--- config.mk ---
export PLATFORM = sky130hd
export DESIGN_NAME = sorted_score_table_update
export DESIGN_NICKNAME = d
export VERILOG_FILES = /design/src/rtl/core/sst_pkg.sv /design/src/rtl/core/sorted_score_table_update.sv /design/src/rtl/core/sst_alu.sv /design/src/rtl/core/sst_ctrl.sv
export SDC_FILE = /design/constraint.sdc
export NUM_CORES = 1
export LEC_CHECK = 0
export BUFFER_PORTS_ARGS = -buffer_cell sky130_fd_sc_hd__buf_4
export CAP_MARGIN = 20
export CORE_AREA = 2 2 254 256
export CTS_BUF_LIST = sky130_fd_sc_hd__clkbuf_16
export CTS_CLUSTER_SIZE = 8
export DETAILED_ROUTE_END_ITERATION = 10
export DIE_AREA = 0 0 256 258
export PLACE_DENSITY_LB_ADDON = 0.12
export SKIP_CTS_REPAIR_TIMING = 1
export SLEW_MARGIN = 5
export SYNTH_ARGS = -nofsm -noshare
export SYNTH_HDL_FRONTEND = slang
export SYNTH_HIERARCHICAL = 1
export SYNTH_SLANG_ARGS = --single-unit
--- constraint.sdc ---
create_clock -name aclk -period 11.45 [get_ports aclk]
set_clock_uncertainty 0.2 [all_clocks]
set_input_delay 2.29 -clock aclk [delete_from_list [all_inputs] [get_ports aclk]]
set_output_delay 2.29 -clock aclk [all_outputs]
set_load 0.005 [all_outputs]
--- src/rtl/core/sst_pkg.sv ---
// ----------------------------------------------------------------------------
// Sorted score table package
// Shared sizes, operation and status codes, and the result record passed
// from the sequencer to the output stage.
// ----------------------------------------------------------------------------
package sst_pkg;

    // Table geometry.
    localparam int MAX_ENTRIES = 16;
    localparam int IDX_W       = $clog2(MAX_ENTRIES);
    localparam int CNT_W       = $clog2(MAX_ENTRIES + 1);

    // Field widths.
    localparam int OP_W     = 2;
    localparam int KEY_W    = 8;
    localparam int SCORE_W  = 32;
    localparam int STATUS_W = 2;
    localparam int RANK_W   = 6;

    // Stream data widths, padded to whole bytes.
    localparam int S_DATA_W = 48;
    localparam int M_DATA_W = 48;

    // Operation codes.
    localparam logic [OP_W-1:0] OP_REG  = 2'd0;
    localparam logic [OP_W-1:0] OP_ADD  = 2'd1;
    localparam logic [OP_W-1:0] OP_DUMP = 2'd2;

    // Result status codes.
    localparam logic [STATUS_W-1:0] ST_OK        = 2'd0;
    localparam logic [STATUS_W-1:0] ST_NOT_FOUND = 2'd1;
    localparam logic [STATUS_W-1:0] ST_FULL      = 2'd2;
    localparam logic [STATUS_W-1:0] ST_EMPTY     = 2'd3;

    // Shared adder modes.
    typedef enum logic {
        ALU_ADD = 1'b0,
        ALU_SUB = 1'b1
    } alu_mode_t;

    // One result item.
    typedef struct packed {
        logic [STATUS_W-1:0]       status;
        logic [RANK_W-1:0]         rank;
        logic [KEY_W-1:0]          key;
        logic signed [SCORE_W-1:0] score;
        logic                      last;
    } res_t;

endpackage

--- src/rtl/core/sorted_score_table_update.sv ---
// A register item's result passes through the sequencer result register and
// the output register. An add walks the table to find the key, then walks it
// again to place the updated entry; an unknown key ends after the find walk.
// A dump gives one item per cycle while the output stage accepts; n entries, n items.
// One input item is handled at a time; the next is taken after the last result.
// Reset (aresetn low, synchronous) empties the table; no clearing pass is run.
// ----------------------------------------------------------------------------
// Sorted score table update
// Keeps keyed scores in rank order; registers keys, applies saturating score
// updates with reordering, and dumps the table over a stream interface.
// ----------------------------------------------------------------------------
module sorted_score_table_update (
    input  logic                             aclk,
    input  logic                             aresetn,
    input  logic                             s_tvalid,
    output logic                             s_tready,
    // [1:0] op, [9:2] key, [41:10] delta, [47:42] zero
    input  logic [sst_pkg::S_DATA_W-1:0]     s_tdata,
    output logic                             m_tvalid,
    input  logic                             m_tready,
    // [1:0] status, [7:2] rank, [15:8] entry_key, [47:16] entry_score
    output logic [sst_pkg::M_DATA_W-1:0]     m_tdata,
    output logic                             m_tlast
);
    import sst_pkg::*;

    logic  res_valid;
    logic  res_ready;
    res_t  res;
    logic  out_valid_reg, out_valid_next;
    res_t  out_reg, out_next;

    sst_ctrl u_ctrl (
        .aclk      (aclk),
        .aresetn   (aresetn),
        .in_valid  (s_tvalid),
        .in_ready  (s_tready),
        .in_op     (s_tdata[OP_W-1:0]),
        .in_key    (s_tdata[OP_W+KEY_W-1:OP_W]),
        .in_delta  (s_tdata[OP_W+KEY_W+SCORE_W-1:OP_W+KEY_W]),
        .res_valid (res_valid),
        .res_ready (res_ready),
        .res       (res)
    );

    // Output register: free when empty or being drained this cycle.
    assign res_ready = !out_valid_reg || m_tready;

    always_comb begin
        out_valid_next = out_valid_reg;
        out_next       = out_reg;
        if (res_valid && res_ready) begin
            out_valid_next = 1'b1;
            out_next       = res;
        end else if (m_tready) begin
            out_valid_next = 1'b0;
        end
    end

    always_ff @(posedge aclk) begin
        if (!aresetn) begin
            out_valid_reg <= 1'b0;
        end else begin
            out_valid_reg <= out_valid_next;
        end
    end

    always_ff @(posedge aclk) begin
        out_reg <= out_next;
    end

    assign m_tvalid = out_valid_reg;
    assign m_tdata  = {out_reg.score, out_reg.key, out_reg.rank, out_reg.status};
    assign m_tlast  = out_reg.last;

endmodule

--- src/rtl/core/sst_alu.sv ---
// ----------------------------------------------------------------------------
// Sorted score table shared adder
// One 33-bit adder used either for the saturating score update or for the
// signed less-than compare during placement.
// ----------------------------------------------------------------------------
module sst_alu (
    input  sst_pkg::alu_mode_t                   mode,
    input  logic signed [sst_pkg::SCORE_W-1:0]   op_a,
    input  logic signed [sst_pkg::SCORE_W-1:0]   op_b,
    output logic signed [sst_pkg::SCORE_W-1:0]   sat_sum,
    output logic                                 less
);
    import sst_pkg::*;

    logic [SCORE_W:0] a_ext;
    logic [SCORE_W:0] b_ext;
    logic [SCORE_W:0] wide;

    // Sign-extend both operands by one bit so the result never wraps.
    assign a_ext = {op_a[SCORE_W-1], op_a};
    assign b_ext = {op_b[SCORE_W-1], op_b};
    assign wide  = (mode == ALU_ADD) ? (a_ext + b_ext) : (a_ext - b_ext);

    // The true sign of the difference gives a < b.
    assign less = wide[SCORE_W];

    // Clamp the sum when the two top bits disagree.
    always_comb begin
        if (wide[SCORE_W] != wide[SCORE_W-1]) begin
            sat_sum = wide[SCORE_W] ? {1'b1, {(SCORE_W-1){1'b0}}}
                                    : {1'b0, {(SCORE_W-1){1'b1}}};
        end else begin
            sat_sum = wide[SCORE_W-1:0];
        end
    end

endmodule

--- src/rtl/core/sst_ctrl.sv ---
// ----------------------------------------------------------------------------
// Sorted score table sequencer
// Holds the key and score memories and walks them one entry per cycle to find
// a key, reposition an updated entry, or read the table out (dumps wait on output).
// ----------------------------------------------------------------------------
module sst_ctrl (
    input  logic                                 aclk,
    input  logic                                 aresetn,
    input  logic                                 in_valid,
    output logic                                 in_ready,
    input  logic [sst_pkg::OP_W-1:0]             in_op,
    input  logic [sst_pkg::KEY_W-1:0]            in_key,
    input  logic signed [sst_pkg::SCORE_W-1:0]   in_delta,
    output logic                                 res_valid,
    input  logic                                 res_ready,
    output sst_pkg::res_t                        res
);
    import sst_pkg::*;

    typedef enum logic [6:0] {
        S_IDLE  = 7'b0000001,
        S_FIND  = 7'b0000010,
        S_PLACE = 7'b0000100,
        S_DOWN  = 7'b0001000,
        S_UP    = 7'b0010000,
        S_DUMP  = 7'b0100000,
        S_RESP  = 7'b1000000
    } state_t;

    state_t state_reg, state_next;

    logic [KEY_W-1:0]          key_reg, key_next;
    logic signed [SCORE_W-1:0] delta_reg, delta_next;
    logic [CNT_W-1:0]          cnt_reg, cnt_next;
    logic [IDX_W-1:0]          j_reg, j_next;
    logic [IDX_W-1:0]          pos_reg, pos_next;
    logic signed [SCORE_W-1:0] s_reg, s_next;
    logic [KEY_W-1:0]          carry_key_reg, carry_key_next;
    logic signed [SCORE_W-1:0] carry_score_reg, carry_score_next;
    res_t                      res_reg, res_next;

    // Table memory with one write and one registered read port.
    logic [KEY_W-1:0]          key_mem [MAX_ENTRIES];
    logic signed [SCORE_W-1:0] score_mem [MAX_ENTRIES];
    logic                      wr_en;
    logic [IDX_W-1:0]          wr_addr;
    logic [KEY_W-1:0]          wr_key;
    logic signed [SCORE_W-1:0] wr_score;
    logic [IDX_W-1:0]          rd_addr;
    logic [KEY_W-1:0]          rd_key;
    logic signed [SCORE_W-1:0] rd_score;

    // Shared adder hookup.
    alu_mode_t                 alu_mode;
    logic signed [SCORE_W-1:0] alu_b;
    logic signed [SCORE_W-1:0] alu_sum;
    logic                      alu_less;

    logic [IDX_W-1:0] last_idx;
    res_t             dump_res;

    assign last_idx = IDX_W'(cnt_reg - CNT_W'(1));

    sst_alu u_alu (
        .mode    (alu_mode),
        .op_a    (rd_score),
        .op_b    (alu_b),
        .sat_sum (alu_sum),
        .less    (alu_less)
    );

    // Memory write and registered read.
    always_ff @(posedge aclk) begin
        if (wr_en) begin
            key_mem[wr_addr]   <= wr_key;
            score_mem[wr_addr] <= wr_score;
        end
        rd_key   <= key_mem[rd_addr];
        rd_score <= score_mem[rd_addr];
    end

    // Dump results come straight from the read port.
    always_comb begin
        dump_res.status = ST_OK;
        dump_res.rank   = RANK_W'(j_reg);
        dump_res.key    = rd_key;
        dump_res.score  = rd_score;
        dump_res.last   = (j_reg == last_idx);
    end

    assign res = (state_reg == S_DUMP) ? dump_res : res_reg;

    // Sequencer.
    always_comb begin
        state_next       = state_reg;
        key_next         = key_reg;
        delta_next       = delta_reg;
        cnt_next         = cnt_reg;
        j_next           = j_reg;
        pos_next         = pos_reg;
        s_next           = s_reg;
        carry_key_next   = carry_key_reg;
        carry_score_next = carry_score_reg;
        res_next         = res_reg;
        in_ready         = 1'b0;
        res_valid        = 1'b0;
        wr_en            = 1'b0;
        wr_addr          = j_reg;
        wr_key           = key_reg;
        wr_score         = s_reg;
        rd_addr          = j_reg + IDX_W'(1);
        alu_mode         = ALU_SUB;
        alu_b            = s_reg;

        case (state_reg)
            S_IDLE: begin
                in_ready = 1'b1;
                rd_addr  = '0;
                if (in_valid) begin
                    key_next   = in_key;
                    delta_next = in_delta;
                    j_next     = '0;
                    case (in_op)
                        OP_REG: begin
                            if (cnt_reg == CNT_W'(MAX_ENTRIES)) begin
                                res_next = '{ST_FULL, '0, in_key, '0, 1'b1};
                            end else begin
                                wr_en    = 1'b1;
                                wr_addr  = cnt_reg[IDX_W-1:0];
                                wr_key   = in_key;
                                wr_score = '0;
                                cnt_next = cnt_reg + CNT_W'(1);
                                res_next = '{ST_OK, RANK_W'(cnt_reg), in_key, '0, 1'b1};
                            end
                            state_next = S_RESP;
                        end
                        OP_ADD: begin
                            if (cnt_reg == '0) begin
                                res_next   = '{ST_NOT_FOUND, '0, in_key, '0, 1'b1};
                                state_next = S_RESP;
                            end else begin
                                state_next = S_FIND;
                            end
                        end
                        OP_DUMP: begin
                            if (cnt_reg == '0) begin
                                res_next   = '{ST_EMPTY, '0, '0, '0, 1'b1};
                                state_next = S_RESP;
                            end else begin
                                state_next = S_DUMP;
                            end
                        end
                        default: begin
                            state_next = S_IDLE;
                        end
                    endcase
                end
            end

            // Scan for the first entry with the key; update its score on a hit.
            S_FIND: begin
                alu_mode = ALU_ADD;
                alu_b    = delta_reg;
                if (rd_key == key_reg) begin
                    pos_next   = j_reg;
                    s_next     = alu_sum;
                    j_next     = '0;
                    rd_addr    = '0;
                    state_next = S_PLACE;
                end else if (j_reg == last_idx) begin
                    res_next   = '{ST_NOT_FOUND, '0, key_reg, '0, 1'b1};
                    state_next = S_RESP;
                end else begin
                    j_next = j_reg + IDX_W'(1);
                end
            end

            // Entries ahead of the old position: look for a lower score.
            S_PLACE: begin
                if (j_reg == pos_reg) begin
                    if (pos_reg == last_idx) begin
                        wr_en      = 1'b1;
                        res_next   = '{ST_OK, RANK_W'(j_reg), key_reg, s_reg, 1'b1};
                        state_next = S_RESP;
                    end else begin
                        state_next = S_UP;
                    end
                end else if (alu_less) begin
                    wr_en            = 1'b1;
                    carry_key_next   = rd_key;
                    carry_score_next = rd_score;
                    res_next         = '{ST_OK, RANK_W'(j_reg), key_reg, s_reg, 1'b1};
                    j_next           = j_reg + IDX_W'(1);
                    state_next       = S_DOWN;
                end else begin
                    j_next = j_reg + IDX_W'(1);
                end
            end

            // Entry moved toward the head: ripple the displaced entries back.
            S_DOWN: begin
                wr_en    = 1'b1;
                wr_key   = carry_key_reg;
                wr_score = carry_score_reg;
                if (j_reg == pos_reg) begin
                    state_next = S_RESP;
                end else begin
                    carry_key_next   = rd_key;
                    carry_score_next = rd_score;
                    j_next           = j_reg + IDX_W'(1);
                end
            end

            // Entry moved toward the tail: pull later entries forward.
            S_UP: begin
                if (j_reg == last_idx || alu_less) begin
                    wr_en      = 1'b1;
                    res_next   = '{ST_OK, RANK_W'(j_reg), key_reg, s_reg, 1'b1};
                    state_next = S_RESP;
                end else begin
                    wr_en    = 1'b1;
                    wr_key   = rd_key;
                    wr_score = rd_score;
                    j_next   = j_reg + IDX_W'(1);
                    rd_addr  = j_reg + IDX_W'(2);
                end
            end

            // Read the table out one entry per accepted item.
            S_DUMP: begin
                res_valid = 1'b1;
                if (res_ready) begin
                    if (j_reg == last_idx) begin
                        state_next = S_IDLE;
                    end else begin
                        j_next = j_reg + IDX_W'(1);
                    end
                end else begin
                    rd_addr = j_reg;
                end
            end

            S_RESP: begin
                res_valid = 1'b1;
                if (res_ready) begin
                    state_next = S_IDLE;
                end
            end

            default: begin
                state_next = S_IDLE;
            end
        endcase
    end

    // Control state.
    always_ff @(posedge aclk) begin
        if (!aresetn) begin
            state_reg <= S_IDLE;
            cnt_reg   <= '0;
        end else begin
            state_reg <= state_next;
            cnt_reg   <= cnt_next;
        end
    end

    // Working registers.
    always_ff @(posedge aclk) begin
        key_reg         <= key_next;
        delta_reg       <= delta_next;
        j_reg           <= j_next;
        pos_reg         <= pos_next;
        s_reg           <= s_next;
        carry_key_reg   <= carry_key_next;
        carry_score_reg <= carry_score_next;
        res_reg         <= res_next;
    end

endmodule

==> impl_results.md, run 1 <==
* Number of cells traversed by the worst hold path at 0
* Path class of the lowest-slack min-delay path: reg -> reg
* Average detailed-routed wire length per instance at 26.1 um
* Worst vdd ir at 169 uV
* First-pass GRT wire length at 144000 um
* CTS tree: built
* Synthesized instance count at 2658
* Top-area cell type share of the netlist area at between 60% and 70%
* Proportion of register bits with asynchronous set or reset after synthesis at 0%
* Cell repeated most along the worst path: nand2_1
* Count of pins over their slew limit at 0
* Net Count, Synth at 2753
* Required arrival time at the worst endpoint at 11.79 ns
* Share of final-layout standard cells stronger than drive strength 1 at 18.1%
* Leading cell type in the layout, fill and taps excluded: edfxtp_1
* Drt total wl at 97500 um
* Worst reg2reg startpoint: u_ctrl/state_reg[5]$_SDFFE_PN0P_
* Post-route standard cell area excluding fillers at 44500 sq um
* Longest individual stage delay on the worst path at between 0.8 and 0.9 ns
* Cell area after synthesis at 39000 sq um
* Total congestion overflow at 0
* Detailed-placement wirelength estimate at 57400 um
* Number of top-level pins at 103
* Initial antenna violation count at 2
* Post-Place Cells at 3509
* Number of antenna cells inserted at 0
* Start point of the critical path: u_ctrl/state_reg[5]$_SDFFE_PN0P_
* Worst setup path category: reg -> reg
* H-tree lvl count at 4
* Headroom to the max-slew limit at a little over a fifth
* Peak fanout along the critical path at between 60 and 70
* Die Wd at 256 um
* Dominant cell type by area after synthesis: edfxtp_1
* Sum of negative setup slack at 0 ns
* Status: finished, final reports clean
* Hold violation count in the final report at 0
* RSZ-0062 raised after global routing: no
* Count of placed standard cells in the final layout, fillers left out at 3741
* Maximum number of pins on one net before global-route repair at 116
* Critical path startpoint category: register
* Die outline area at 66000 sq um
* Count of filler cells inserted in the layout at about 4200
* EDFF count, synth at 856
* Number of vias per cell after detailed routing at 6.22
* Std-Cell Core Area at 63600 sq um
* Seq/Total Area, Yosys at a little under 70%
* RD Place Congestion at 0.944
* Number of design rule violations left after detail routing at 0
* Area after detailed placement at 40700 sq um
* Average instance area after synthesis at 14.7 sq um
* Clock insertion delay at the later pin of the skew report at 0.71 ns
* R2r setup slk at approximately 1.7 ns
* Aggregate global-route resource usage at 29.4%
* Clock slew at reported path FFs at 0.05 ns
* Syn. warnings at 6
* Leakage dissipation at 15.8 nW
* Overall power after layout at roughly 9.3 mW
* Buffer depth of the longest clock path at 3
* Number of unique standard cell types used by synthesis at 81
* Actual slew at the worst max-slew pin at 1.18 ns
* Max-capacitance violation count at 0
* Path depth of the worst reg2reg path at 29
* Number of buffers added on ports at between 90 and 100
* Number of vias after detailed routing at 23300
* Slowest CP cell: buf_4
* Number of flip-flops under the largest register name at ~500
* Layout Area Growth over Synthesis at 14.3%
* TritonCTS Sinks at slightly above 900
* Period utilisation layout at 84.8%
* Arrival time of data at the critical path endpoint at between 10 and 15 ns
* Ratio of total power to cell area at 209 nW/um^2
* Fmax at 103 MHz
* Count of nets left with antenna violations after detail routing at 0
* Top register by number of flip-flops: u_ctrl/score_mem
* Number of flip-flops and latches in the synthesized netlist at 909
* Start point of the worst hold path: u_ctrl/rd_score[15]$_DFF_P_
* Most common flop cell mapped by yosys: edfxtp_1
* Reg2Reg Capture Point: u_ctrl/rd_key[7]$_DFF_P_
* Effective utilization at floorplan at 61.2%
* Violation count after the first detailed-routing iteration at ~2800
* Dominant cells by area after synthesis: edfxtp_1 66%, mux2i_1 5.8%, mux2_2 5.1%
* TritonRoute pass-1 iters at 7
* Final net count at 2887
* Die outline height at around 260 um
* Number of global-route vias before repair at roughly 23000
* Worst Hold Path EP: u_ctrl/carry_score_reg[15]$_DFFE_PP_
* Number of endpoints failing setup at the final stage at 0
* Clock buffers created by TritonCTS at ~130
* Critical path capture point type: register
* Commonest non-fill, non-tap cells in the layout: 856 x edfxtp_1, 278 x nand2_1, 224 x mux2i_1
* Layout Utilization at approximately 70%
* Num rows at 93
* Clock root buffer: clkbuf_16
* Final min period at 9.71 ns
-- routing by layer --
metal  routed length [um]  track usage, %  share of wire, %  vias up
met5                    0               0                 0        -
met4                 2480            10.4               2.5        0
met3                 7670            6.05               7.9      156
met2                46800            46.9                48      999
met1                40600            40.6                42    11700
li1                     -               -                 -    10400
-- power breakdown --
| group | total [mW] | switching [mW] | internal, mW |
|---|---|---|---|
| combinational | 1.77 | 1.09 | 0.680 |
| sequential | 4.10 | 0.228 | 3.87 |
| clock | 3.45 | 1.36 | 2.09 |
| total | 9.32 | 2.68 | 6.64 |
-- how the worst max path moves through the flow --
stage / to / slack (ns)
6_report: u_ctrl/rd_key[7]$_DFF_P_ / 1.74
5_1_grt: u_ctrl/rd_score[8]$_DFF_P_ / 1.17
4_1_cts: u_ctrl/rd_score[8]$_DFF_P_ / 1.83
3_5_place_dp: u_ctrl/rd_key[7]$_DFF_P_ / 1.86
3_3_place_gp: u_ctrl/rd_score[11]$_DFF_P_ / 2.01
2_1_floorplan: u_ctrl/res_reg[10]$_DFFE_PP_ / 1.88
-- worst max-delay path, delay by kind of cell, from the launching register on --
kind	cells	cell delay [ns]
compound gates	5	1.26
xor+xnor	2	0.70
fa+ha+maj	1	0.49
buf+inv	4	2.20
flops	1	0.40
mux	2	0.40
simple gates	15	3.77
-- layout make-up --
type | count | area [sq um] | share of cell area [%]
Multi-Input combinational cell | 1540 | 11500 | 25.7
Sequential cell | 909 | 26800 | 60.1
Clock buffer | 134 | 3350 | 7.53
Clock inverter | 93 | 447 | 1.00
Timing Repair Buffer | 152 | 1210 | 2.73
Tap cell | 855 | 1070 | 2.40
Inverter | 58 | 218 | 0.489
-- cell usage after synthesis, types with 7 or more instances --
cell / n
nor3_1: 19
a21oi_1: 82
nand3_1: 11
buf_1: 10
a222oi_1: 40
nand4_1: 31
nand2_1: 279
a211oi_1: 10
xor2_1: 28
a22oi_1: 14
and2_1: 47
clkbuf_1: 73
nand2b_1: 14
o21ai_0: 66
nor2_1: 119
xnor2_1: 61
mux2_2: 176
edfxtp_1: 856
buf_2: 59
inv_1: 57
nor2b_1: 8
nor3b_1: 7
nor4_1: 14
a21o_1: 21
mux2i_1: 224
o221ai_1: 15
a31oi_1: 8
o211ai_1: 106
ha_1: 42
dfxtp_1: 53
and3_1: 8
-- cells by family (layout without fill, tap and decap cells) --
kind of cell	count (synthesis)	in the layout	share of synthesized area (%)
multiplexers	400	400	10.8
buffers and inverters	209	437	2.33
AND/OR/NAND/NOR	588	588	7.00
XOR/XNOR	91	91	2.10
other	1	1	0.00963
adder cells (fa/ha/maj)	46	46	1.48
flip-flops	909	909	68.7
AO/OA/AOI/OAI	414	414	7.54
-- per-stage QoR --
step,worst slack (ns),hold slack (ns)
after floorplan,1.88,0.249
after global placement,2.01,0.301
after detailed placement,1.86,0.304
after CTS,1.83,0.317
after global routing,1.17,0.328
final,1.74,0.322
Note: power is estimated with default switching activity, not from simulation.
==> run 2: changes to the inputs <==
ABC_AREA = 1   (was default)
CORE_AREA = 2 2 261 263   (was 2 2 254 256)
DIE_AREA = 0 0 263 265   (was 0 0 256 258)
clock period = 9.2 ns   (was 11.45 ns; I/O delays follow)
==> run 2 against run 1 <==
Effect of this change:
- sequential power increased by 34%
- utilization up 1.2 points
- total power up 92%
- non-clock buffer count increased by 40
- via count up 32%
- sequential cell count stayed put
- register-to-register slack worse by 0.32 ns
==> impl_results.md, run 2 <==
* Violation count after the first detailed-routing iteration at 3960
* Status: finished, final reports clean
* Number of top-level pins at 103
* Final net count at 4368
* Average detailed-routed wire length per instance at 21.4 um
* Number of flip-flops under the largest register name at a little over 500
* Clock slew at reported path FFs at 0.05 ns
* Cell area after synthesis at 41800 sq um
* Detailed-placement wirelength estimate at 63600 um
* Std-Cell Core Area at 66800 sq um
* Clock buffers created by TritonCTS at between 100 and 150
* Peak fanout along the critical path at 63
* Die outline height at 265 um
* TritonCTS Sinks at approximately 910
* Number of vias per cell after detailed routing at 5.86
* Max-capacitance violation count at 0
* RD Place Congestion at 0.933
* Count of placed standard cells in the final layout, fillers left out at 5235
* Layout Area Growth over Synthesis at 13.8%
* Number of buffers added on ports at 96
* Headroom to the max-slew limit at 18.8%
* Clock insertion delay at the later pin of the skew report at 0.72 ns
* Leading cell type in the layout, fill and taps excluded: nand2_1
* Count of filler cells inserted in the layout at 4805
* Number of vias after detailed routing at 30700
* Buffer depth of the longest clock path at 3
* Top-area cell type share of the netlist area at 61.5%
* Synthesized instance count at approximately 4200
* Share of final-layout standard cells stronger than drive strength 1 at 9.70%
* Aggregate global-route resource usage at 32.0%
* Critical path startpoint category: register
* Period utilisation layout at 84.6%
* Number of unique standard cell types used by synthesis at 52
* Critical path capture point type: register
* Hold violation count in the final report at 0
* First-pass GRT wire length at 168000 um
* H-tree lvl count at 4
* Overall power after layout at 17.9 mW
* Sum of negative setup slack at 0 ns
* Total congestion overflow at 0
* Net Count, Synth at 4255
* Count of pins over their slew limit at 0
* Leakage dissipation at 20.0 nW
* TritonRoute pass-1 iters at 6
* RSZ-0062 raised after global routing: no
* Number of design rule violations left after detail routing at 0
* Longest individual stage delay on the worst path at around 0.60 ns
* Dominant cell type by area after synthesis: edfxtp_1
* Dominant cells by area after synthesis: edfxtp_1 61%, nand2_1 9.9%, nand3_1 9.3%
* Actual slew at the worst max-slew pin at 1.22 ns
* Top register by number of flip-flops: u_ctrl/score_mem
* Number of endpoints failing setup at the final stage at 0
* Required arrival time at the worst endpoint at 9.55 ns
* Most common flop cell mapped by yosys: edfxtp_1
* Num rows at 95
* Number of flip-flops and latches in the synthesized netlist at around 910
* Count of nets left with antenna violations after detail routing at 0
* Initial antenna violation count at 0
* Dominant cell by count in the synthesized netlist: nand2_1
* Top cell types by occurrence after synthesis: 1103 x nand2_1, 856 x edfxtp_1, 776 x nand3_1, 536 x inv_1, 170 x nor2_1
* Post-route setup slack at between 1 and 1.5 ns
* Fmax at roughly 130 MHz
* Path depth of the worst reg2reg path at 33
* Final worst hold slack at 0.254 ns
* Die outline area at between 60000 and 70000 sq um
* Seq/Total Area, Yosys at 64.0%
* Worst setup path category: reg -> reg
* Path class of the lowest-slack min-delay path: reg -> reg
* Cell repeated most along the worst path: nand2_1
* Number of cells traversed by the worst hold path at 0
* Maximum number of pins on one net before global-route repair at 177
* Number of global-route vias before repair at 28900
* Effective utilization at floorplan at between 60% and 70%
* Commonest non-fill, non-tap cells in the layout: 1102 x nand2_1, 856 x edfxtp_1, 776 x nand3_1
* Post-Place Setup Slack at around 1.7 ns
* Proportion of register bits with asynchronous set or reset after synthesis at 0%
* Average instance area after synthesis at 10.0 sq um
* EDFF count, synth at 856
* Slowest CP cell: inv_2
* Arrival time of data at the critical path endpoint at 8.13 ns
* Final min period at 7.78 ns
* Syn. warnings at 6
* Post-Place Cells at 5001
* Drt total wl at 112000 um
* Worst vdd ir at 458 uV
* Ratio of total power to cell area at roughly 380 nW/um^2
* Die Wd at ~260 um
* Number of antenna cells inserted at 0
* CTS tree: built
* Clock root buffer: clkbuf_16
-- run 2: cell types whose count changed after synthesis, moves of 45 or more --
cell,change
mux2_2,-176
and2_1,-45
mux2i_1,-224
nor2_1,+51
buf_2,+66
nand3_1,+765
o211ai_1,-102
o21ai_0,+51
nand2_1,+824
inv_1,+479
-- run 2: layout make-up --
cell class                 instances  area (sq um)  area share (%)
tap                              873          1090            2.30
timing repair buffer             192          1670            3.52
multi-input combinational       2494         12100            25.5
inverter                         545          2050            4.30
clock buffer                     133          3330            7.00
sequential                       909         26800            56.3
clock inverter                    89           514            1.08
-- run 2: path summary, 6_finish.rpt --
kind                                         start                                 to  slack, ns
setup / recovery  u_ctrl/state_reg[6]$_SDFFE_PN0P_        u_ctrl/rd_score[31]$_DFF_P_       1.42
hold / removal            u_ctrl/rd_key[1]$_DFF_P_  u_ctrl/carry_key_reg[1]$_DFFE_PP_       0.25
setup reg to reg  u_ctrl/state_reg[6]$_SDFFE_PN0P_        u_ctrl/rd_score[31]$_DFF_P_       1.42
hold reg to reg           u_ctrl/rd_key[1]$_DFF_P_  u_ctrl/carry_key_reg[1]$_DFFE_PP_       0.25
-- run 2: where the power goes --
part / leakage, nW / total, mW / switching, mW / internal, mW
Clock: 2.15 / 4.38 / 1.77 / 2.61
Sequential: 8.21 / 5.51 / 0.275 / 5.24
Combinational: 9.67 / 8.02 / 5.64 / 2.38
-- run 2: layer usage --
metal  GRT usage [%]  part of all wire [%]
met5               0                     0
met4            14.7                   4.2
met3            5.32                    10
met2            51.2                    46
met1            43.5                    39
-- run 2: critical path: cells and delay by family, from the launching register on --
kind            cells  cell delay, ns
simple gates       22            4.01
buf+inv             5            1.34
compound gates      4            1.11
fa+ha+maj           1            0.37
flops               1            0.35
xor+xnor            1            0.12
-- run 2: cell families after synthesis --
group / after synthesis / synth area share (%)
DFF: 909 / 64.0
buffers and inverters: 757 / 7.50
xor gates and xnor gates: 60 / 1.26
adders and majority gates: 43 / 1.31
other: 1 / 0.00897
and+or+nand+nor: 2134 / 22.2
AOI/OAI and AO/OA: 256 / 3.74
-- run 2: through the flow --
step | utilization (%) | area, sq um
after detailed placement | 65.3 | 43600
final | 71.2 | 47600
after global routing | 71.2 | 47600
after global placement | 65.3 | 43600
after CTS | 71.0 | 47500
after floorplan | - | 41800
